==> src/sv/tsr_ram.sv <==
`default_nettype none
module tsr_ram #(
  parameter int W     = 8,
  parameter int DEPTH = 32,
  localparam int AW   = (DEPTH > 1) ? $clog2(DEPTH) : 1
) (
  input  wire logic          clk,
  input  wire logic          we,
  input  wire logic [AW-1:0] waddr,
  input  wire logic [W-1:0]  wdata,
  input  wire logic [AW-1:0] raddr,
  output logic      [W-1:0]  rdata
);

  logic [W-1:0] mem [DEPTH];

  // One write port, one registered read port.
  always_ff @(posedge clk) begin
    if (we) begin
      mem[waddr] <= wdata;
    end
    rdata <= mem[raddr];
  end

endmodule
`default_nettype wire

==> config.mk <==
export PLATFORM = sky130hd
export DESIGN_NAME = tsr_ram
export DESIGN_NICKNAME = d
export VERILOG_FILES = /design/src/sv/tsr_ram.sv
export SDC_FILE = /design/constraint.sdc
export NUM_CORES = 1
export LEC_CHECK = 0
export BUFFER_PORTS_ARGS = -buffer_cell sky130_fd_sc_hd__buf_4
export CORE_MARGIN = 1
export CORE_UTILIZATION = 50
export DETAILED_ROUTE_END_ITERATION = 7
export GPL_TIMING_DRIVEN = 1
export PLACE_DENSITY = 0.69
export REMOVE_ABC_BUFFERS = 1
export SKIP_CTS_REPAIR_TIMING = 1
export SLEW_MARGIN = 40
export SYNTH_ARGS = -nofsm -noshare
export SYNTH_HDL_FRONTEND = slang
export SYNTH_SLANG_ARGS = --single-unit
==> constraint.sdc <==
create_clock -name clk -period 2.24 [get_ports clk]
set_input_delay 0.448 -clock clk [delete_from_list [all_inputs] [get_ports clk]]
set_output_delay 0.448 -clock clk [all_outputs]
set_load 0.1 [all_outputs]
Yosys cells after proc, flatten, opt, wreduce, memory -nomap -nowiden
Memories as Yosys holds them, arrays and structs flattened. A register that Yosys moved wholly into a read port is not among the register bits.
Index checks and enable logic that the tools add are counted.
- logic and storage cells: 3
- bits in registers: 0
- RAM bits: 256
- bits of input ports: 20
- memories: 1
- output and inout port bits: 8
- memories (memory ; depth ; bits a word ; read ports ; clocked after Yosys merged registers in ; wr ports ; RTL line ; text):
    mem ; 32 ; 8 ; 1 ; 1 ; 1 ; 15 ; logic [W-1:0] mem [DEPTH];
- multiplexer cells: 2
- operator list (cell ; number):
    $mux W1 ; 2

Logic depth before layout (Yosys ltp)
Gate-level depths: netlist of run 1.
- depth after elaboration: 2
- mapped depth: 5
- gate-level depth less buffers: 3

Worst setup path before layout of run 1
OpenSTA, ideal clock, no wires.
- kind: input to register
- from: input port raddr[2]
- to: register rdata[0] (read register of mem)
- setup time: 0.121 ns
- data required time: 2.119 ns
- setup slack: -0.010 ns
- data arrival time: 2.130 ns
- stages on the path: 5
- buffers on the path: 2
- cell sequence: clkbuf_1 > clkbuf_1 > mux4_2 > mux4_2 > mux2_2
- RTL lines (what ; RTL line ; text):
    start, declared ; 11 ; input wire logic [AW-1:0] raddr,
    end, declared ; 12 ; output logic [W-1:0] rdata

==> results of run 1 <==
[worst max-delay path: cells and delay by family]
| kind | cells | cell delay, ns |
|---|---|---|
| muxes | 3 | 1.40 |
| buffers and inverters | 2 | 0.39 |
[metal layers]
metal / track usage [%] / up-vias
met5: 0 / -
met3: 3.77 / 26
met1: 32.6 / 2441
li1: - / 1928
met2: 30.8 / 222
met4: 4.98 / 0
[final cells by class]
class | count | area [µm²]
multi-input cells | 133 | 2100
repair buffers | 67 | 591
fillers | 1366 | 7920
well taps | 265 | 332
flip-flops and latches | 264 | 7850
clock inverters | 12 | 87.6
clock buffers | 35 | 716
[sequential cells by signal (all words and copies together), names as in the netlist]
register / flops
mem: 256
rdata: 8
[worst max-delay path by stage]
stage / cells past startpoint / end / startpoint / slack, ns
2_1_floorplan: 2 / mem[0][0]$_DFFE_PP_ / waddr[1] / 0.48
3_3_place_gp: 5 / rdata[4]$_DFF_P_ / raddr[0] / -0.16
3_5_place_dp: 5 / rdata[4]$_DFF_P_ / raddr[0] / -0.17
4_1_cts: 5 / rdata[4]$_DFF_P_ / raddr[0] / 0.36
5_1_grt: 5 / rdata[4]$_DFF_P_ / raddr[0] / 0.34
6_report: 5 / rdata[4]$_DFF_P_ / raddr[0] / 0.37
[through the flow]
step | utilization (%) | hold slack (ns) | cells | TNS (ns) | worst slack [ns]
after floorplan | - | 0.547 | 397 | 0 | 0.476
after global placement | 55.5 | 0.816 | 729 | -0.949 | -0.160
after detailed placement | 55.5 | 0.810 | 729 | -0.956 | -0.169
after CTS | 59.6 | 0.263 | 776 | 0 | 0.359
after global routing | 59.6 | 0.285 | 776 | 0 | 0.339
final | 59.6 | 0.287 | 776 | 0 | 0.374
[cells in the final DEF, fill, tap and decap left out]
cell	Yosys	layout
nor2_1	33	33
clkinvlp_4	0	1
nand2_1	1	1
or3b_2	3	3
dfxtp_1	8	8
inv_8	0	1
buf_12	0	7
clkbuf_8	0	1
buf_4	6	60
clkbuf_1	6	7
edfxtp_1	256	256
nand3b_1	5	5
bufinv_16	0	1
mux4_2	80	80
nand3_1	2	2
clkinv_2	0	4
clkbuf_16	0	27
or3_1	1	1
mux2_2	8	8
clkinv_1	0	5
[logic make-up (layout without fill, tap and decap cells)]
| family | after synthesis | in the layout | share of synthesized area, % |
|---|---|---|---|
| simple gates | 45 | 45 | 2.07 |
| buf+inv | 20 | 114 | 1.06 |
| mux | 88 | 88 | 18.8 |
| flops | 264 | 264 | 78.1 |
[where the power goes]
group | switching, W | internal (W) | total, W
Combinational | 0.000438 | 0.000267 | 0.000705
Clock | 0.00173 | 0.00235 | 0.00409
Sequential | 0.0000229 | 0.00549 | 0.00551
Total | 0.00219 | 0.00811 | 0.0103
==> impl_metrics.ini, run 1 <==
[yosys]
synth-seq-cells = 264
synth_top_cells_by_count = edfxtp_1, mux4_2, nor2_1
yosysWarnings = 0
ys.flop_type = edfxtp_1
synth_top_area_share_pct = 76.5
ys_seq_area_share_pct = 78.1
yosysUniqueCellTypes = 15
synthCells = 417
synth_most_common_cell = edfxtp_1
synth-edff-count = 256
async_flop_share_pct = 0
ys_top_cells_by_area = edfxtp_1, mux4_2, dfxtp_1, nor2_1, mux2_2
synth_top_cell_by_area = edfxtp_1
avgSynthCellArea_um2 = 24.1
netlist_area_um2 = 10100

[finish]
fin_area_um2 = 11700
drive_gt1_share_pct = 37.8
areaGrowthSynthToFinish_pct = 16.1
fin_nets = 512
n_antenna_cell = 0

[route]
drc_errors = 0
ant_nets = 0
dr.pass1.iters = 5
highest_layer = met4
wl_met1_mm = 8.94
routed_via_density = 5.95
wl_per_cell_um = 25.9
wl_met3_mm = 1.62
dr_wl_met2_mm = 9.27
wl_mm = 20.1
drt-initial-drc-count = 604
vias = 4617

[clock_tree]
clk_latency_ns = 0.52
clkTransAtPathRegs_ns = 0.06
cts_root_buf = clkbuf_16
tritoncts = yes
cts_made_buffers = 26
cts_htree_levels = 1
cts.path.max_buffers = 3
cts.sinks = 264

[floorplan]
ios = 28
die_w_um = 144
rows = 51
core_um2 = 19600
dieArea_um2 = 20700
initial_core_util_pct = 51.3
die_h_um = 144

[critical_path]
startpoint_type = primary input
worstPathArrival_ns = 2.26
worst-endpoint-required_ns = 2.63
worstRegToRegCells = 3
critPathCaptureType = register
critical_path.cell_chain = buf_4 -> buf_12 -> mux4_2 -> mux4_2 -> mux2_2
r2r_end = rdata[5]$_DFF_P_
r2r_start = mem[4][5]$_DFFE_PP_
ff2ff_setup_slack_ns = 0.38
max_stage_delay_ns = 0.57
slowest_stage = mux4_2
crit_type = in -> reg
path_common_cell = mux4_2
critPathMaxFanout = 21

[min_path]
whs_endpoint = rdata[7]$_DFF_P_
hp-start = raddr[3]
hold_path_depth = 2
hp-class = in -> reg

[sta]
slew_viol_final = 0
fin_crit_sh_pct = 83.3
grt_setup_unrepaired = false
setup_viol = 0
hold_viol_final = 0
worst_slew_margin_rel_pct = 69.8
fmax_mhz = 536
worst_clock_skew_ns = 0.0213
tightest_slew_ns = 0.452
period_minus_slack_ns = 1.87

[power_and_ir_drop]
ir_worst_vdd_uv = 520
finalPower_w = 0.0103
power_leakage_nw = 3.73
power-per-cell-area_nw_per_um2 = 883

[place]
port_buffers = 27
dpl_cell_area_um2 = 10900
hpwl_mm = 12.4
place_congestion = 0.778

[global_routing]
grt_max_degree = 33
grt_pass1_wl_mm = 30.3
grt_usage_pct = 20.9
grt_pass1_vias = 4633
grt-ovfl-total = 0
antenna_found_initial = 0

[run_status]
status = completed

[job]
drv_cap = 0
(Power assumes the default switching activity.)
==> inputs of run 2 (changes only) <==
ABC_AREA = 1   (was unset)
PLACE_DENSITY = 0.66   (was 0.69)
clock period = 1.8 ns   (was 2.24 ns; I/O delays follow)
==> impl_metrics.ini, run 2 <==
[route]
wl_per_cell_um = 19.4
routed_via_density = 5.48
dr.pass1.iters = 6
vias = 6988
ant_nets = 0
drt-initial-drc-count = 666
drc_errors = 0
wl_mm = 24.7

[finish]
final_cell_mix = nand2_1, edfxtp_1, nand3_1
mostFrequentLayoutCell = nand2_1
fin_area_um2 = 12300
n_antenna_cell = 0
areaGrowthSynthToFinish_pct = 13.9
fin_nets = 1001
drive_gt1_share_pct = 11.8
regMostFlops = mem
largest_reg_flops = 256
top_regs = mem: 256 flops, rdata: 8 flops

[yosys]
synthCells = 922
synth_most_common_cell = nand2_1
synth_top_area_share_pct = 71.3
synth_top_cells_by_count = nand2_1, edfxtp_1, nand3_1
ys_top_cells_by_area = edfxtp_1, nand2_1, nand3_1, buf_6, dfxtp_1
synth-seq-cells = 264
synth_top_cell_by_area = edfxtp_1
ys_seq_area_share_pct = 72.8
yosysUniqueCellTypes = 12
async_flop_share_pct = 0
synth-edff-count = 256
netlist_area_um2 = 10800
yosysWarnings = 0
ys.flop_type = edfxtp_1
avgSynthCellArea_um2 = 11.7

[sta]
worst_slew_margin_rel_pct = 72.7
hold_viol_final = 0
period_minus_slack_ns = 1.66
setup_viol = 0
worst_clock_skew_ns = 0.00811
fin_crit_sh_pct = 92.0
grt_setup_unrepaired = false
fmax_mhz = 604
tightest_slew_ns = 0.410
slew_viol_final = 0
whs_ns = 0.132

[floorplan]
initial_core_util_pct = 51.2
core_um2 = 21100
ios = 28
die_h_um = 149
die_w_um = 149
rows = 53
dieArea_um2 = 22200

[power_and_ir_drop]
power_leakage_nw = 4.62
power-per-cell-area_nw_per_um2 = 1070
finalPower_w = 0.0131
ir_worst_vdd_uv = 789

[critical_path]
startpoint_type = register
crit_start = rdata[3]$_DFF_P_
critPathTopFamily = flip-flops
max_stage_delay_ns = 0.43
crit_type = reg -> out
worst-endpoint-required_ns = 1.44
r2r_end = rdata[0]$_DFF_P_
path_buf_inv = 1
slowest_stage = dfxtp_1
critical_path.cell_chain = buf_4
critPathCaptureType = output port
r2r_start = mem[1][0]$_DFFE_PP_
critPathMaxFanout = 1
worstPathArrival_ns = 1.30
ff2ff_setup_slack_ns = 0.68
worstRegToRegCells = 8

[min_path]
hold_path_depth = 3
whs_endpoint = rdata[7]$_DFF_P_
hp-start = raddr[4]
hp-class = in -> reg

[clock_tree]
cts.path.max_buffers = 3
cts_htree_levels = 1
cts_made_buffers = 27
cts.sinks = 264
clk_latency_ns = 0.53
tritoncts = yes
cts_root_buf = clkbuf_16
clkTransAtPathRegs_ns = 0.06

[global_routing]
grt_pass1_vias = 6790
grt_max_degree = 51
grt-ovfl-total = 0
grt_pass1_wl_mm = 38.8
grt_usage_pct = 23.5
antenna_found_initial = 0

[place]
dpl_cell_area_um2 = 11500
place_congestion = 0.833
port_buffers = 27
hpwl_mm = 15.1

[job]
drv_cap = 0

[run_status]
status = completed
-- run 2: cell families after synthesis --
group / Yosys count / synth area share (%)
flops: 264 / 72.8
buf+inv: 62 / 4.14
simple gates: 596 / 23.1
-- run 2: worst reg2reg max path: stages, from the launching register on --
cell and delay [ns]:
edfxtp_1 0.35, nand2_1 0.08, nand3_1 0.07, nand3_1 0.12
nand2_1 0.10, nand2_1 0.07, nand2_1 0.07, nand2_1 0.10
nand2_1 0.05
-- run 2: worst max-delay path by stage --
stage	to	slack, ns	depth (start not counted)
final	rdata[3]	0.14	1
after global routing	rdata[0]	0.14	1
after CTS	rdata[3]	0.15	1
after detailed placement	rdata[3]$_DFF_P_	0.17	10
after global placement	rdata[3]$_DFF_P_	0.16	10
after floorplan	rdata[0]$_DFF_P_	-0.11	9
-- run 2: per-stage QoR --
step | cells | setup TNS, ns | util (%) | setup slack, ns
2_1_floorplan | 870 | -0.863 | - | -0.113
6_report | 1275 | 0 | 58.2 | 0.144
3_5_place_dp | 1227 | 0 | 54.4 | 0.175
3_3_place_gp | 1227 | 0 | 54.4 | 0.157
4_1_cts | 1275 | 0 | 58.2 | 0.151
5_1_grt | 1275 | 0 | 58.2 | 0.144
-- run 2: routing by layer --
layer / track usage, % / up-vias / wire [µm]
li1: - / 3311 / -
met1: 34.0 / 3378 / 11000
met2: 37.7 / 257 / 11500
met3: 3.09 / 42 / 1700
met4: 5.97 / 0 / 550
met5: 0 / - / 0
-- run 2: cell type report --
type | count | area, µm²
fillers | 1784 | 8810
flip-flops and latches | 264 | 7850
multi-input cells | 596 | 2490
repair buffers | 82 | 741
clock buffers | 34 | 702
well taps | 275 | 344
clock inverters | 14 | 116
inverters | 10 | 38.8
-- run 2: report_power, final --
group | switching [W] | internal (W)
clock | 0.00220 | 0.00302
combinational | 0.000740 | 0.000276
sequential | 0.0000397 | 0.00683
==> inputs of run 3 (changes only) <==
SETUP_SLACK_MARGIN = 0.15   (was unset)
==> impl_metrics.ini, run 3 (synthesis gave the netlist of run 2 again) <==
[power_and_ir_drop]
finalPower_w = 0.0131
power_leakage_nw = 4.62
switching_share_pct = 22.8
internal-power_w = 0.0101
ir_worst_vdd_uv = 790
power_switching_w = 0.00300
p_clk_share_pct = 39.9
pwr-share-seq_pct = 52.3
power-per-cell-area_nw_per_um2 = 1070
combPwrFrac_pct = 7.8

[critical_path]
critPathCaptureType = output port
r2r_start = mem[3][0]$_DFFE_PP_
path_buf_inv = 1
slowest_stage = dfxtp_1
critPathMaxFanout = 1
max_stage_delay_ns = 0.41
worstRegToRegCells = 8
crit_type = reg -> out
worst-endpoint-required_ns = 1.44
r2r_end = rdata[0]$_DFF_P_
startpoint_type = register
ff2ff_setup_slack_ns = 0.68
critical_path.cell_chain = buf_4
critPathTopFamily = flip-flops
worstPathArrival_ns = 1.27

[sta]
fin_crit_sh_pct = 90.8
slew_viol_final = 0
fmax_mhz = 612
period_minus_slack_ns = 1.63
setup_slack_ns = 0.166
whs_ns = 0.137
hold_viol_final = 0
setup_viol = 0
worst_clock_skew_ns = 0.00838
grt_setup_unrepaired = false
tightest_slew_ns = 0.409
worst_slew_margin_rel_pct = 72.8

[clock_tree]
cts_root_buf = clkbuf_16
clkTransAtPathRegs_ns = 0.06
cts_made_buffers = 27
cts_htree_levels = 1
tritoncts = yes
cts.path.max_buffers = 3
clk_latency_ns = 0.53
cts.sinks = 264

[finish]
final_cell_mix = nand2_1, edfxtp_1, nand3_1
largest_reg_flops = 256
fin_cells = 1275
regMostFlops = mem
fin_nets = 1001
final.fill_count = 1780
regArea_um2 = 7850
areaGrowthSynthToFinish_pct = 13.9
fin_area_um2 = 12300
mostFrequentLayoutCell = nand2_1
drive_gt1_share_pct = 11.8
n_antenna_cell = 0
top_regs = mem: 256 flops, rdata: 8 flops
multi_input_area_um2 = 2490

[floorplan]
ios = 28
dieArea_um2 = 22200
die_w_um = 149
rows = 53
initial_core_util_pct = 51.2
die_h_um = 149
core_um2 = 21100

[job]
drv_cap = 0

[route]
ant_nets = 0
dr.pass1.iters = 5
wl_per_cell_um = 19.4
wl_mm = 24.8
vias = 6964
drt-initial-drc-count = 723
drc_errors = 0
routed_via_density = 5.46

[place]
port_buffers = 27
place_congestion = 0.833
pre_cts_slack_ns = 0.175
dpl_cell_area_um2 = 11500
dpl.cell_count = 1227
hpwl_mm = 15.1

[min_path]
whs_endpoint = rdata[1]$_DFF_P_
hp-class = in -> reg
hp-start = raddr[4]
hold_path_depth = 3

[global_routing]
antenna_found_initial = 0
grt_usage_pct = 23.5
grt_pass1_vias = 6790
grt_pass1_wl_mm = 38.8
grt-ovfl-total = 0
grt_max_degree = 51

[run_status]
status = completed
run 3: through the flow:
stage          setup TNS [ns]  utilization (%)
6_report                    0             58.3
3_5_place_dp                0             54.4
5_1_grt                     0             58.3
3_3_place_gp                0             54.4
2_1_floorplan          -0.863                -
4_1_cts                     0             58.2
run 3: how the worst max path moves through the flow:
stage / startpoint / slack (ns) / endpoint / depth (start not counted)
floorplan: raddr[0] / -0.11 / rdata[0]$_DFF_P_ / 9
global placement: raddr[1] / 0.16 / rdata[3]$_DFF_P_ / 10
detailed placement: raddr[1] / 0.17 / rdata[3]$_DFF_P_ / 10
CTS: rdata[3]$_DFF_P_ / 0.15 / rdata[3] / 1
global route: rdata[7]$_DFF_P_ / 0.16 / rdata[7] / 1
finish: rdata[7]$_DFF_P_ / 0.17 / rdata[7] / 1
run 3: per-layer routing:
layer | up-vias | GRT usage (%) | share of wire [%]
li1 | 3312 | - | -
met1 | 3367 | 34.0 | 45
met2 | 241 | 37.7 | 47
met3 | 44 | 3.09 | 6.3
met4 | 0 | 5.97 | 2.3
met5 | - | 0 | 0
run 3: worst reg2reg max path, stage by stage (launching register included):
cell and delay [ns]:
edfxtp_1 0.35, nand2_1 0.08, nand3_1 0.08, nand3_1 0.12, nand2_1 0.10, nand2_1 0.07
nand2_1 0.08, nand2_1 0.10, nand2_1 0.05
run 3: area by class of cell:
type	instances	area share [%]
Timing Repair Buffer	82	6.09
Tap cell	275	2.80
Clock buffer	34	5.71
Inverter	10	0.316
Clock inverter	14	0.947
Multi-Input combinational cell	596	20.3
Sequential cell	264	63.9
run 3: power groups by stage:
stage / combinational [W] / sequential (W) / clock [W]
4_1_cts: 0.00103 / 0.00687 / 0.00531
3_3_place_gp: 0.00101 / 0.00700 / 0
5_1_grt: 0.00112 / 0.00687 / 0.00555
6_report: 0.00102 / 0.00687 / 0.00524
3_5_place_dp: 0.00102 / 0.00700 / 0
2_1_floorplan: 0.000360 / 0.00714 / 0
