**config.mk**
```make
export PLATFORM = sky130hd
export DESIGN_NAME = tsr_ctrl
export DESIGN_NICKNAME = d
export VERILOG_FILES = /design/src/sv/tsr_pkg.sv /design/src/sv/tsr_ctrl.sv
export SDC_FILE = /design/constraint.sdc
export NUM_CORES = 2
export LEC_CHECK = 0
export ABC_AREA = 0
export BUFFER_PORTS_ARGS = -buffer_cell sky130_fd_sc_hd__buf_2
export CORE_AREA = 5 5 451 453
export CTS_CLUSTER_DIAMETER = 150
export DETAILED_ROUTE_END_ITERATION = 6
export DIE_AREA = 0 0 456 458
export GPL_ROUTABILITY_DRIVEN = 0
export PLACE_DENSITY = 0.46
export SLEW_MARGIN = 20
export SYNTH_ARGS = -nofsm -noshare
export SYNTH_HDL_FRONTEND = slang
export SYNTH_SLANG_ARGS = --single-unit
export TNS_END_PERCENT = 1
```
**constraint.sdc**
```tcl
create_clock -name clk -period 29.2 [get_ports clk]
set_input_delay 7.3 -clock clk [delete_from_list [all_inputs] [get_ports clk]]
set_output_delay 7.3 -clock clk [all_outputs]
set_load 0.01 [all_outputs]
```
**src/sv/tsr_pkg.sv**
```systemverilog
`default_nettype none
package tsr_pkg;

  // Default table size and the reset values of the two registers.
  localparam int          SLOTS_DEF    = 32;
  localparam logic [5:0]  SIU_RST      = 6'd32;
  localparam logic [63:0] START_ID_RST = 64'd1;
  localparam logic [63:0] ALL_ONES     = '1;

  // Register indexes of the configuration port.
  localparam logic CFG_SLOTS_IN_USE = 1'b0;
  localparam logic CFG_START_ID     = 1'b1;

  // Memory words: id and owner in one, commit number and stamp in the other.
  localparam int ID_W    = 64;
  localparam int OWNER_W = 32;
  localparam int A_W     = ID_W + OWNER_W;
  localparam int B_W     = 2 * ID_W;

  typedef enum logic [3:0] {
    CMD_BEGIN      = 4'd0,
    CMD_ALLOCATE   = 4'd1,
    CMD_ASSIGN     = 4'd2,
    CMD_ASSIGN_NEW = 4'd3,
    CMD_END        = 4'd4,
    CMD_RELEASE    = 4'd5,
    CMD_SNAPSHOT   = 4'd6,
    CMD_READ_VIEW  = 4'd7,
    CMD_INIT       = 4'd8
  } cmd_t;

  typedef enum logic [1:0] {
    ST_OK        = 2'd0,
    ST_ERROR     = 2'd1,
    ST_FULL      = 2'd2,
    ST_NOT_FOUND = 2'd3
  } status_t;

  // One result beat as it travels from the controller to the output register.
  typedef struct packed {
    status_t     status;
    logic [63:0] txn_id;
    logic [4:0]  slot;
    logic [63:0] gen;
    logic [63:0] commit_no;
    logic [5:0]  tally;
    logic [63:0] next_id;
    logic [63:0] lowest;
    logic [63:0] listed_id;
    logic        last;
  } res_t;

endpackage
`default_nettype wire

```
**src/sv/tsr_ctrl.sv**
```systemverilog
`default_nettype none
module tsr_ctrl import tsr_pkg::*; #(
  parameter int SLOTS = SLOTS_DEF,
  localparam int IW   = (SLOTS > 1) ? $clog2(SLOTS) : 1,
  localparam int CW   = $clog2(SLOTS + 1)
) (
  input  wire logic           clk,
  input  wire logic           rst_n,
  input  wire logic           in_fire,
  output logic                in_ready,
  input  wire logic [3:0]     in_command,
  input  wire logic [31:0]    in_owner,
  input  wire logic [63:0]    in_txn_id,
  input  wire logic [63:0]    in_commit_no,
  input  wire logic [5:0]     in_slot,
  input  wire logic [63:0]    in_slot_gen,
  input  wire logic [5:0]     in_capacity,
  input  wire logic [5:0]     slots_in_use,
  input  wire logic [63:0]    start_id,
  output logic                res_valid,
  output res_t                res,
  input  wire logic           res_ready,
  output logic [IW-1:0]       raddr,
  output logic [IW-1:0]       waddr,
  output logic                a_we,
  output logic [A_W-1:0]      a_wdata,
  output logic                b_we,
  output logic [B_W-1:0]      b_wdata,
  input  wire logic [A_W-1:0] a_rdata,
  input  wire logic [B_W-1:0] b_rdata
);

  typedef enum logic [3:0] {
    S_IDLE, S_FIND, S_END_RD, S_END_CHK, S_REL, S_OLDEST, S_COUNT, S_PICK, S_EMIT
  } state_t;

  localparam logic [6:0] SLOTS7 = 7'(SLOTS);

  state_t            state_r, state_nxt;
  logic [SLOTS-1:0]  active_r, active_nxt;
  logic [63:0]       id_ctr_r, id_ctr_nxt;
  logic [63:0]       gg_r, gg_nxt;
  logic [CW-1:0]     total_r, total_nxt;
  logic [63:0]       oldest_r, oldest_nxt;
  logic              rd_pend_r, rd_pend_nxt;

  logic [3:0]        cmd_r, cmd_nxt;
  logic [31:0]       owner_r, owner_nxt;
  logic [63:0]       txn_r, txn_nxt;
  logic [63:0]       commit_r, commit_nxt;
  logic [5:0]        slot_r, slot_nxt;
  logic [63:0]       gen_r, gen_nxt;
  logic [5:0]        cap_r, cap_nxt;
  logic [CW-1:0]     scan_addr_r, scan_addr_nxt;
  logic [IW-1:0]     rd_idx_r, rd_idx_nxt;
  logic [63:0]       best_r, best_nxt;
  logic              found_r, found_nxt;
  logic [CW-1:0]     cnt_r, cnt_nxt;
  logic [63:0]       prev_r, prev_nxt;
  logic [CW-1:0]     emitted_r, emitted_nxt;
  logic [CW-1:0]     rel_r, rel_nxt;
  res_t              res_r, res_nxt;

  logic [CW-1:0]     n_cnt;
  logic              scan_state, issue, scan_done;
  logic              free_found;
  logic [IW-1:0]     free_idx;
  logic [63:0]       d_txn, d_commit, d_stamp;
  logic [31:0]       d_owner;
  logic              d_act;

  assign n_cnt = (7'(slots_in_use) > SLOTS7) ? CW'(SLOTS) : CW'(slots_in_use);

  assign d_txn    = a_rdata[A_W-1:OWNER_W];
  assign d_owner  = a_rdata[OWNER_W-1:0];
  assign d_commit = b_rdata[B_W-1:ID_W];
  assign d_stamp  = b_rdata[ID_W-1:0];
  assign d_act    = active_r[rd_idx_r];

  // Scan engine: one address issued a cycle, its data handled in the cycle after.
  assign scan_state = (state_r == S_FIND) || (state_r == S_REL) || (state_r == S_OLDEST) ||
                      (state_r == S_COUNT) || (state_r == S_PICK);
  assign issue      = scan_state && (scan_addr_r < n_cnt);
  assign scan_done  = !rd_pend_r && (scan_addr_r >= n_cnt);
  assign raddr      = (state_r == S_END_RD) ? slot_r[IW-1:0] : scan_addr_r[IW-1:0];

  assign in_ready  = (state_r == S_IDLE);
  assign res_valid = (state_r == S_EMIT);
  assign res       = res_r;

  // Lowest free slot among the scanned ones, for begin.
  always_comb begin
    free_found = 1'b0;
    free_idx   = '0;
    for (int i = SLOTS - 1; i >= 0; i--) begin
      if ((CW'(i) < n_cnt) && !active_r[i]) begin
        free_found = 1'b1;
        free_idx   = IW'(i);
      end
    end
  end

  // Command sequencing and the read-modify-write of the slot table.
  always_comb begin
    state_nxt     = state_r;
    active_nxt    = active_r;
    id_ctr_nxt    = id_ctr_r;
    gg_nxt        = gg_r;
    total_nxt     = total_r;
    oldest_nxt    = oldest_r;
    rd_pend_nxt   = rd_pend_r;
    cmd_nxt       = cmd_r;
    owner_nxt     = owner_r;
    txn_nxt       = txn_r;
    commit_nxt    = commit_r;
    slot_nxt      = slot_r;
    gen_nxt       = gen_r;
    cap_nxt       = cap_r;
    scan_addr_nxt = scan_addr_r;
    rd_idx_nxt    = rd_idx_r;
    best_nxt      = best_r;
    found_nxt     = found_r;
    cnt_nxt       = cnt_r;
    prev_nxt      = prev_r;
    emitted_nxt   = emitted_r;
    rel_nxt       = rel_r;
    res_nxt       = res_r;
    a_we          = 1'b0;
    b_we          = 1'b0;
    waddr         = '0;
    a_wdata       = '0;
    b_wdata       = '0;

    if (scan_state) begin
      rd_pend_nxt = issue;
      if (issue) begin
        rd_idx_nxt    = scan_addr_r[IW-1:0];
        scan_addr_nxt = CW'(scan_addr_r + 1'b1);
      end
    end

    case (state_r)
      S_IDLE: begin
        if (in_fire) begin
          cmd_nxt       = in_command;
          owner_nxt     = in_owner;
          txn_nxt       = in_txn_id;
          commit_nxt    = in_commit_no;
          slot_nxt      = in_slot;
          gen_nxt       = in_slot_gen;
          cap_nxt       = in_capacity;
          res_nxt       = '0;
          res_nxt.last  = 1'b1;
          res_nxt.status = ST_OK;
          state_nxt     = S_EMIT;
          scan_addr_nxt = '0;
          rd_pend_nxt   = 1'b0;
          case (in_command)
            CMD_BEGIN: begin
              if (in_owner == '0 || id_ctr_r == ALL_ONES) begin
                res_nxt.status = ST_ERROR;
              end else if (!free_found) begin
                res_nxt.status = ST_FULL;
              end else if (gg_r == ALL_ONES) begin
                res_nxt.status = ST_ERROR;
              end else begin
                gg_nxt     = gg_r + 64'd1;
                a_we       = 1'b1;
                b_we       = 1'b1;
                waddr      = free_idx;
                a_wdata    = {id_ctr_r, in_owner};
                b_wdata    = {ALL_ONES, gg_r + 64'd1};
                active_nxt[free_idx] = 1'b1;
                total_nxt  = CW'(total_r + 1'b1);
                if (oldest_r == '0 || id_ctr_r < oldest_r) begin
                  oldest_nxt = id_ctr_r;
                end
                res_nxt.txn_id = id_ctr_r;
                res_nxt.slot   = 5'(free_idx);
                res_nxt.gen    = gg_r + 64'd1;
                id_ctr_nxt     = id_ctr_r + 64'd1;
              end
            end
            CMD_ALLOCATE: begin
              if (id_ctr_r == ALL_ONES) begin
                res_nxt.status = ST_ERROR;
              end else begin
                res_nxt.txn_id = id_ctr_r;
                id_ctr_nxt     = id_ctr_r + 64'd1;
              end
            end
            CMD_ASSIGN: begin
              if (in_txn_id == '0 || in_commit_no == '0 || in_commit_no == ALL_ONES) begin
                res_nxt.status = ST_ERROR;
              end else begin
                state_nxt = S_FIND;
              end
            end
            CMD_ASSIGN_NEW: begin
              if (in_txn_id == '0) begin
                res_nxt.status = ST_ERROR;
              end else begin
                state_nxt = S_FIND;
              end
            end
            CMD_END: begin
              if (in_slot_gen == '0) begin
                res_nxt.status = ST_ERROR;
              end else if (7'(in_slot) >= 7'(n_cnt) || !active_r[in_slot[IW-1:0]]) begin
                res_nxt.status = ST_NOT_FOUND;
              end else begin
                state_nxt = S_END_RD;
              end
            end
            CMD_RELEASE: begin
              if (in_owner == '0 || gg_r > (ALL_ONES - 64'(total_r))) begin
                res_nxt.status = ST_ERROR;
              end else begin
                rel_nxt   = '0;
                state_nxt = S_REL;
              end
            end
            CMD_SNAPSHOT, CMD_READ_VIEW: begin
              cnt_nxt   = '0;
              best_nxt  = id_ctr_r;
              state_nxt = S_COUNT;
            end
            CMD_INIT: begin
              if (start_id == '0 || slots_in_use == '0) begin
                res_nxt.status = ST_ERROR;
              end else begin
                active_nxt = '0;
                id_ctr_nxt = start_id;
                gg_nxt     = '0;
                total_nxt  = '0;
                oldest_nxt = '0;
              end
            end
            default: begin
              res_nxt.status = ST_ERROR;
            end
          endcase
        end
      end

      S_FIND: begin
        if (rd_pend_r && d_act && d_txn == txn_r) begin
          state_nxt = S_EMIT;
          waddr     = rd_idx_r;
          if (cmd_r == CMD_ASSIGN) begin
            b_we    = 1'b1;
            b_wdata = {commit_r, d_stamp};
          end else if (id_ctr_r == ALL_ONES) begin
            res_nxt.status = ST_ERROR;
          end else begin
            b_we              = 1'b1;
            b_wdata           = {id_ctr_r, d_stamp};
            res_nxt.commit_no = id_ctr_r;
            id_ctr_nxt        = id_ctr_r + 64'd1;
          end
        end else if (scan_done) begin
          res_nxt.status = ST_NOT_FOUND;
          state_nxt      = S_EMIT;
        end
      end

      S_END_RD: begin
        state_nxt = S_END_CHK;
      end

      // Stamp of the addressed slot is now on the read port.
      S_END_CHK: begin
        if (d_stamp != gen_r) begin
          res_nxt.status = ST_NOT_FOUND;
          state_nxt      = S_EMIT;
        end else if (gg_r == ALL_ONES || total_r == '0) begin
          res_nxt.status = ST_ERROR;
          state_nxt      = S_EMIT;
        end else begin
          gg_nxt     = gg_r + 64'd1;
          b_we       = 1'b1;
          waddr      = slot_r[IW-1:0];
          b_wdata    = {64'd0, gg_r + 64'd1};
          active_nxt[slot_r[IW-1:0]] = 1'b0;
          total_nxt  = CW'(total_r - 1'b1);
          best_nxt   = '0;
          scan_addr_nxt = '0;
          rd_pend_nxt   = 1'b0;
          state_nxt  = S_OLDEST;
        end
      end

      S_REL: begin
        if (rd_pend_r && d_act && d_owner == owner_r && total_r != '0) begin
          gg_nxt     = gg_r + 64'd1;
          b_we       = 1'b1;
          waddr      = rd_idx_r;
          b_wdata    = {64'd0, gg_r + 64'd1};
          active_nxt[rd_idx_r] = 1'b0;
          total_nxt  = CW'(total_r - 1'b1);
          rel_nxt    = CW'(rel_r + 1'b1);
        end else if (scan_done) begin
          res_nxt.tally = 6'(rel_r);
          if (rel_r != '0) begin
            best_nxt      = '0;
            scan_addr_nxt = '0;
            state_nxt     = S_OLDEST;
          end else begin
            state_nxt = S_EMIT;
          end
        end
      end

      // Oldest active id among the scanned slots; zero when none.
      S_OLDEST: begin
        if (rd_pend_r) begin
          if (d_act && (best_r == '0 || d_txn < best_r)) begin
            best_nxt = d_txn;
          end
        end else if (scan_done) begin
          oldest_nxt = best_r;
          state_nxt  = S_EMIT;
        end
      end

      // First pass of a listing: count active slots and find the lowest commit.
      S_COUNT: begin
        if (rd_pend_r) begin
          if (d_act) begin
            cnt_nxt = CW'(cnt_r + 1'b1);
            if (d_commit < best_r) begin
              best_nxt = d_commit;
            end
          end
        end else if (scan_done) begin
          res_nxt.tally   = 6'(total_r);
          res_nxt.next_id = id_ctr_r;
          res_nxt.lowest  = (cmd_r == CMD_READ_VIEW) ? best_r : oldest_r;
          state_nxt       = S_EMIT;
          if (7'(total_r) > 7'(cap_r)) begin
            res_nxt.status = ST_FULL;
          end else if (cnt_r != total_r) begin
            res_nxt        = '0;
            res_nxt.status = ST_ERROR;
            res_nxt.last   = 1'b1;
          end else if (cnt_r != '0) begin
            res_nxt.last  = 1'b0;
            prev_nxt      = '0;
            emitted_nxt   = '0;
            best_nxt      = ALL_ONES;
            found_nxt     = 1'b0;
            scan_addr_nxt = '0;
            state_nxt     = S_PICK;
          end
        end
      end

      // Each further pass picks the smallest id above the one listed last.
      S_PICK: begin
        if (rd_pend_r) begin
          if (d_act && d_txn > prev_r && (!found_r || d_txn < best_r)) begin
            best_nxt  = d_txn;
            found_nxt = 1'b1;
          end
        end else if (scan_done) begin
          res_nxt.listed_id = best_r;
          res_nxt.last      = (CW'(emitted_r + 1'b1) == cnt_r);
          prev_nxt          = best_r;
          emitted_nxt       = CW'(emitted_r + 1'b1);
          state_nxt         = S_EMIT;
        end
      end

      S_EMIT: begin
        if (res_ready) begin
          if (res_r.last) begin
            state_nxt = S_IDLE;
          end else begin
            best_nxt      = ALL_ONES;
            found_nxt     = 1'b0;
            scan_addr_nxt = '0;
            rd_pend_nxt   = 1'b0;
            state_nxt     = S_PICK;
          end
        end
      end

      default: begin
        state_nxt = S_IDLE;
      end
    endcase
  end

  // Control and architectural state.
  always_ff @(posedge clk) begin
    if (!rst_n) begin
      state_r   <= S_IDLE;
      active_r  <= '0;
      id_ctr_r  <= START_ID_RST;
      gg_r      <= '0;
      total_r   <= '0;
      oldest_r  <= '0;
      rd_pend_r <= 1'b0;
    end else begin
      state_r   <= state_nxt;
      active_r  <= active_nxt;
      id_ctr_r  <= id_ctr_nxt;
      gg_r      <= gg_nxt;
      total_r   <= total_nxt;
      oldest_r  <= oldest_nxt;
      rd_pend_r <= rd_pend_nxt;
    end
  end

  // Command fields, scan work registers and the pending result.
  always_ff @(posedge clk) begin
    cmd_r       <= cmd_nxt;
    owner_r     <= owner_nxt;
    txn_r       <= txn_nxt;
    commit_r    <= commit_nxt;
    slot_r      <= slot_nxt;
    gen_r       <= gen_nxt;
    cap_r       <= cap_nxt;
    scan_addr_r <= scan_addr_nxt;
    rd_idx_r    <= rd_idx_nxt;
    best_r      <= best_nxt;
    found_r     <= found_nxt;
    cnt_r       <= cnt_nxt;
    prev_r      <= prev_nxt;
    emitted_r   <= emitted_nxt;
    rel_r       <= rel_nxt;
    res_r       <= res_nxt;
  end

endmodule
`default_nettype wire

```
; Yosys cells after proc, flatten, opt, wreduce, memory -nomap -nowiden
; Index checks and enable logic that the tools add are counted.
[op_classes]
add_sub_neg = 9
magnitude_cmp = 49
eq_ne = 77
n_mux = 311
bitwise = 5
n_reduce_logical = 139
[ops]
columns = operator, count
row1 = 64-bit two-way mux, 56
row2 = 398-bit two-way mux, 3
row3 = 128-bit two-way mux, 8
row4 = 64-bit case mux with 2 select lines, 6
row5 = 96-bit two-way mux, 6
row6 = 64-bit case mux with 3 select lines, 3
row7 = 128-bit case mux with 4 select lines, 1
row8 = 64-bit case mux with 7 select lines, 1
row9 = 133-bit two-way mux, 3
row10 = 397-bit two-way mux, 1
row11 = 396-bit two-way mux, 1
row12 = 64-bit logical NOT, 6
row13 = 133-bit case mux with 2 select lines, 1
row14 = 32-bit two-way mux, 8
row15 = 128-bit case mux with 2 select lines, 1
row16 = 6-bit two-way mux, 41
row17 = 5-bit two-way mux, 42
row18 = 65-bit case mux with 3 select lines, 1
row19 = "64-bit equality test, second input constant", 3
row20 = 64-bit < comparator, 3
row21 = 65-bit two-way mux, 2
row22 = "64-bit by 1-bit adder with 64-bit output, second input constant", 2
row23 = 64-bit > comparator, 2
row24 = "5-bit by 6-bit < comparator with 1-bit output, first input constant", 16
row25 = 71 further kinds, 373
[totals]
regBits = 1030
input_bits = 538
out_inout_bits = 636
wordCells = 622

; Logic depth before layout (Yosys ltp)
[logic_depth]
depth_word = 47
mapped_depth = 16
ltp_nobuf = 12

; Least setup slack after synthesis
; No wires, ideal clock.
[synth_timing]
path_kind = input-to-reg
startpoint = in slots_in_use[5]
endpoint = reg res_r, in the netlist res[263] (enable)
setup_time_ns = 0.640
t_arrival_ns = 23.627
required_ns = 28.560
setup_slack_ns = 4.933
cell_stages = 10
path_buffers = 3
cell_sequence = buf_4 -> buf_6 -> buf_2 -> nand2b_1 -> ha_1 -> a21oi_1 -> o221ai_1 -> nand2_1 -> o21ai_0 -> nor2b_1
[synth_via]
elab_chain_cells = 6
[synth_lines]
columns = item, line
row1 = start: declaration, tsr_ctrl.sv:18  ; input wire logic [5:0] slots_in_use,
row2 = 6-bit > comparator, tsr_ctrl.sv:72  ; assign n_cnt = (7'(slots_in_use) > SLOTS7) ? CW'(SLOTS) : CW'(slots_in_use);
row3 = 6-bit two-way mux (*), tsr_ctrl.sv:72
row4 = 6-bit >= comparator (*), tsr_ctrl.sv:84  ; assign scan_done = !rd_pend_r && (scan_addr_r >= n_cnt);
row5 = 1-bit logical AND (*), tsr_ctrl.sv:84
row6 = 2-bit != test (no line) (*), -
row7 = 6-bit AND reduction (no line) (*), -
row8 = end signal: assignment, tsr_ctrl.sv:432  ; res_r <= res_nxt;
row9 = end: declaration, tsr_ctrl.sv:62  ; res_t res_r, res_nxt;
; Every way passes the cells marked *; elsewhere a longest branch is shown, timed or not.
; A chain may end at the register's enable or synchronous reset.

; Worst setup path after layout
[layout_timing]
startpoint = in slots_in_use[5]
endpoint = out b_wdata[3]
[layout_via]
elab_chain_cells = 41
[layout_lines]
columns = item, line
row1 = 6-bit > comparator, tsr_ctrl.sv:72
row2 = 6-bit two-way mux (*), tsr_ctrl.sv:72
row3 = 5-bit by 6-bit < comparator with 1-bit output, tsr_ctrl.sv:96  ; if ((CW'(i) < n_cnt) && !active_r[i]) begin
row4 = 1-bit logical AND, tsr_ctrl.sv:96
row5 = 1-bit two-way mux (31 in a row), tsr_ctrl.sv:96
row6 = 1-bit two-way mux (*), tsr_ctrl.sv:96
row7 = 128-bit two-way mux (*), tsr_ctrl.sv:162  ; end else if (!free_found) begin
row8 = 128-bit two-way mux (*), tsr_ctrl.sv:160  ; if (in_owner == '0 || id_ctr_r == ALL_ONES) begin
row9 = 128-bit two-way mux (*), tsr_ctrl.sv:158  ; case (in_command)
row10 = 128-bit two-way mux (*), tsr_ctrl.sv:144  ; if (in_fire) begin
row11 = 128-bit case mux with 4 select lines (*), tsr_ctrl.sv:142  ; case (state_r)
row12 = end: declaration, tsr_ctrl.sv:28  ; output logic [B_W-1:0] b_wdata,
; Marks and branches as above.

==> flow_metrics.env <==
export IMPL_routed_top_layer="met5"
export IMPL_clockBufferDepth=3
export IMPL_cts_made_buffers=132
export IMPL_cap_viol_max_count=0
export IMPL_leakagePower_nw=28.3
export IMPL_path_clk_slew_ps=50
export IMPL_post_cts_buffers=0
export IMPL_wl_met3_mm=22.2
export IMPL_async_flop_share_pct=0
export IMPL_critPathTopFamily="simple AND/OR/NAND/NOR gates"
export IMPL_worstSetupPathType="input port to output pin"
export IMPL_layout_setup_ws_ps=10270
export IMPL_seqPwrFrac_pct=39.6
export IMPL_critPathBufInv=4
export IMPL_synth_compound_area_share_pct=15.0
export IMPL_clock_sinks=1030
export IMPL_max_vdd_ir_drop_mv=0.0660
export IMPL_hold_class="flop to flop"
export IMPL_crit_chain="buf_2, or3b_2, o221ai_1, o211ai_1, nor3b_1, nor4b_4, nor2_1, nand3_4, inv_2, nor3_2, buf_4, o21ai_0, buf_2"
export IMPL_start_util_pct=28.5
export IMPL_synth_most_common_cell="edfxtp_1"
export IMPL_combPwrFrac_pct=31.5
export IMPL_grt_max_degree=134
export IMPL_core_um2=199000
export IMPL_netlist_top_cells_area="edfxtp_1, dfxtp_1, ha_1, o21ai_0, a21oi_1"
export IMPL_fp_row_count=164
export IMPL_grt_pass1_wl_mm=409
export IMPL_antenna_left=0
export IMPL_dr_total_vias=52860
export IMPL_synth_xor_area_share_pct=4.13
export IMPL_fillers=20345
export IMPL_cp_max_fo=76
export IMPL_swShare_pct=38.6
export IMPL_wl_met2_mm=147
export IMPL_p_sw_mw=2.24
export IMPL_drc=0
export IMPL_synth_top_area_share_pct=41.8
export IMPL_cts_resized=0
export IMPL_outcome="completed"
export IMPL_finalSetupTns_ps=0
export IMPL_arrival_ps=11630
export IMPL_seq_area_frac_synth_pct=50.4
export IMPL_setup_viol=0
export IMPL_io_pins=1174
export IMPL_synth_fa_ha_area_share_pct=6.38
export IMPL_fmax_mhz=52.8
export IMPL_worst_path_largest_cell_delay_ps=670
export IMPL_dieHeight_um=458
export IMPL_netlist_area_um2=56600
export IMPL_routed_wl_mm=302
export IMPL_crit_required_ps=21900
export IMPL_path_common_cell="buf_2"
export IMPL_drt_initial_drc_count=5213
export IMPL_internal_power_mw=3.56
export IMPL_insertion_delay_ps=800
export IMPL_clockPowerShare_pct=29.0
export IMPL_post_dp_hpwl_mm=234
export IMPL_viasPerCell=5.51
export IMPL_die_area_um2=209000
export IMPL_wl_met1_mm=116
export IMPL_yosys_top_cells_count="edfxtp_1, o21ai_0, nor2_1, nand2_1, a21oi_1"
export IMPL_r2r_slack_ps=23770
export IMPL_yosys_area_top_type="edfxtp_1"
export IMPL_dr_pass1_iters=6
export IMPL_finalClockSkew_ps=39.5
export IMPL_worst_pin_slew_ps=1330
export IMPL_seq_area_um2=28500
export IMPL_grt_antenna_before_repair=102
export IMPL_htree_levels=4
export IMPL_synthMuxAreaShare_pct=1.63
export IMPL_finalCritPeriodShare_pct=64.8
export IMPL_ys_ff_latch=1030
export IMPL_cts_tree="built"
export IMPL_post_place_ws_ps=10220
export IMPL_fp_dieW_um=456
export IMPL_finalMaxSlewViolations=0
export IMPL_ys_types=89
export IMPL_yosys_area_share_simple_pct=18.0
export IMPL_grt_pass1_vias=50722
export IMPL_fin_nets=7593
export IMPL_hold_buffers=0
export IMPL_crit_path_end_kind="output pin"
export IMPL_start_kind="input port"
export IMPL_rsz0062_at_grt="false"
export IMPL_synth_fp_nets=6521
export IMPL_synth_edf_count=789
export IMPL_routedWlPerCell_um=31.5
export IMPL_ys_flop_type="edfxtp_1"
export IMPL_drive_gt1_share_pct=23.6
export IMPL_yosys_warnings=0
export IMPL_area_growth_synth_to_final_pct=24.0
export IMPL_multi_input_area_um2=25900
export IMPL_grt_overflow=0
export IMPL_syn_area_per_cell_um2=9.95
export IMPL_syn_inst=5694
export IMPL_crit_slowest_cell="nand3_4"
export IMPL_cts_root_buf="clkbuf_16"
export IMPL_track_usage_pct=27.5
export IMPL_p_per_area_nw_per_um2=82.5
export IMPL_synth_top_family_by_area="simple AND/OR/NAND/NOR gates"
export IMPL_slew_headroom_pct=10.6
export IMPL_fin_crit_ps=18930
export IMPL_portBuffers=1173
export IMPL_hold_viol=0
state kept, by name, indices dropped and copies added (netlist names):
register and count:
cmd_r 4, gg_r 64, found_r 1, res 398, cnt_r 6, slot_r 5
cap_r 6, scan_addr_r 6, gen_r 64, oldest_r 64, rd_pend_r 1, emitted_r 6
owner_r 32, best_r 64, commit_r 64, id_ctr_r 64, active_r 32, txn_r 64
rel_r 6, total_r 6, state_r 4, rd_idx_r 5, prev_r 64
kinds of logic after synthesis:
group                      count (synthesis)
muxes                                     79
xor gates and xnor gates                 267
AOI/OAI and AO/OA                       1369
buffers and inverters                    635
adders and majority gates                289
and+or+nand+nor                         2025
DFF                                     1030
per-stage QoR:
step / cells / utilization, % / total power, mW / area [um2] / hold WS (ps)
global placement: 9288 / 33.0 / 4.11 / 65700 / 480
CTS: 9527 / 35.2 / 5.82 / 70100 / 498
finish: 9585 / 35.3 / 5.79 / 70200 / 494
global route: 9556 / 35.3 / 6.02 / 70200 / 508
detailed placement: 9288 / 33.0 / 4.12 / 65700 / 487
floorplan: 5694 / - / 3.26 / 56600 / 466
worst paths after layout:
check / from / endpoint / cells past startpoint
setup / recovery: slots_in_use[5] / b_wdata[3] / 13
hold / removal: gg_r[28]$_SDFFE_PN0P_ / gg_r[28]$_SDFFE_PN0P_ / 1
setup reg to reg: id_ctr_r[2]$_SDFFE_PN0P_ / oldest_r[59]$_SDFFE_PN0P_ / 12
hold reg to reg: gg_r[28]$_SDFFE_PN0P_ / gg_r[28]$_SDFFE_PN0P_ / 1
power by group through the flow:
stage	Combinational, mW	Sequential, mW	Clock [mW]
finish	1.82	2.29	1.68
global route	1.93	2.32	1.77
CTS	1.82	2.29	1.71
detailed placement	1.81	2.31	0
global placement	1.80	2.31	0
floorplan	0.855	2.40	0
final cells by class:
type	instances	share of cell area, %
antenna	58	0.207
clock buffer	171	5.13
clock inverter	68	1.10
inverter	254	1.37
multi-input combinational	4029	36.9
sequential	1030	40.6
tap	2656	4.73
timing repair buffer	1319	9.96
placed cells by master, fill, tap and decap left out, drive strengths merged, types with 59 or more instances in the layout:
cell | Yosys | final
o21ai | 499 | 499
nand3 | 230 | 230
xnor2 | 172 | 172
nor3 | 74 | 74
nor2 | 465 | 465
and3 | 91 | 91
clkbuf | 311 | 171
inv | 252 | 259
a21o | 59 | 59
a21oi | 352 | 352
nand4 | 153 | 153
edfxtp | 789 | 789
xor2 | 95 | 95
nand2 | 460 | 460
o211a | 64 | 64
and2 | 231 | 231
mux2i | 61 | 61
buf | 70 | 1319
dfxtp | 241 | 241
ha | 289 | 289
nor4 | 156 | 156
worst reg2reg max path: cells and delay by family, from the launching register on:
| kind | cells | cell delay [ps] |
|---|---|---|
| flops | 1 | 870 |
| buf+inv | 3 | 1440 |
| compound gates | 4 | 820 |
| simple gates | 5 | 2240 |
metal layers:
layer	up-vias	track usage (%)
li1	23233	-
met1	26261	32.7
met2	2777	46.8
met3	575	5.60
met4	14	14.5
met5	-	0
No activity file was read; power rests on OpenSTA's default activity.
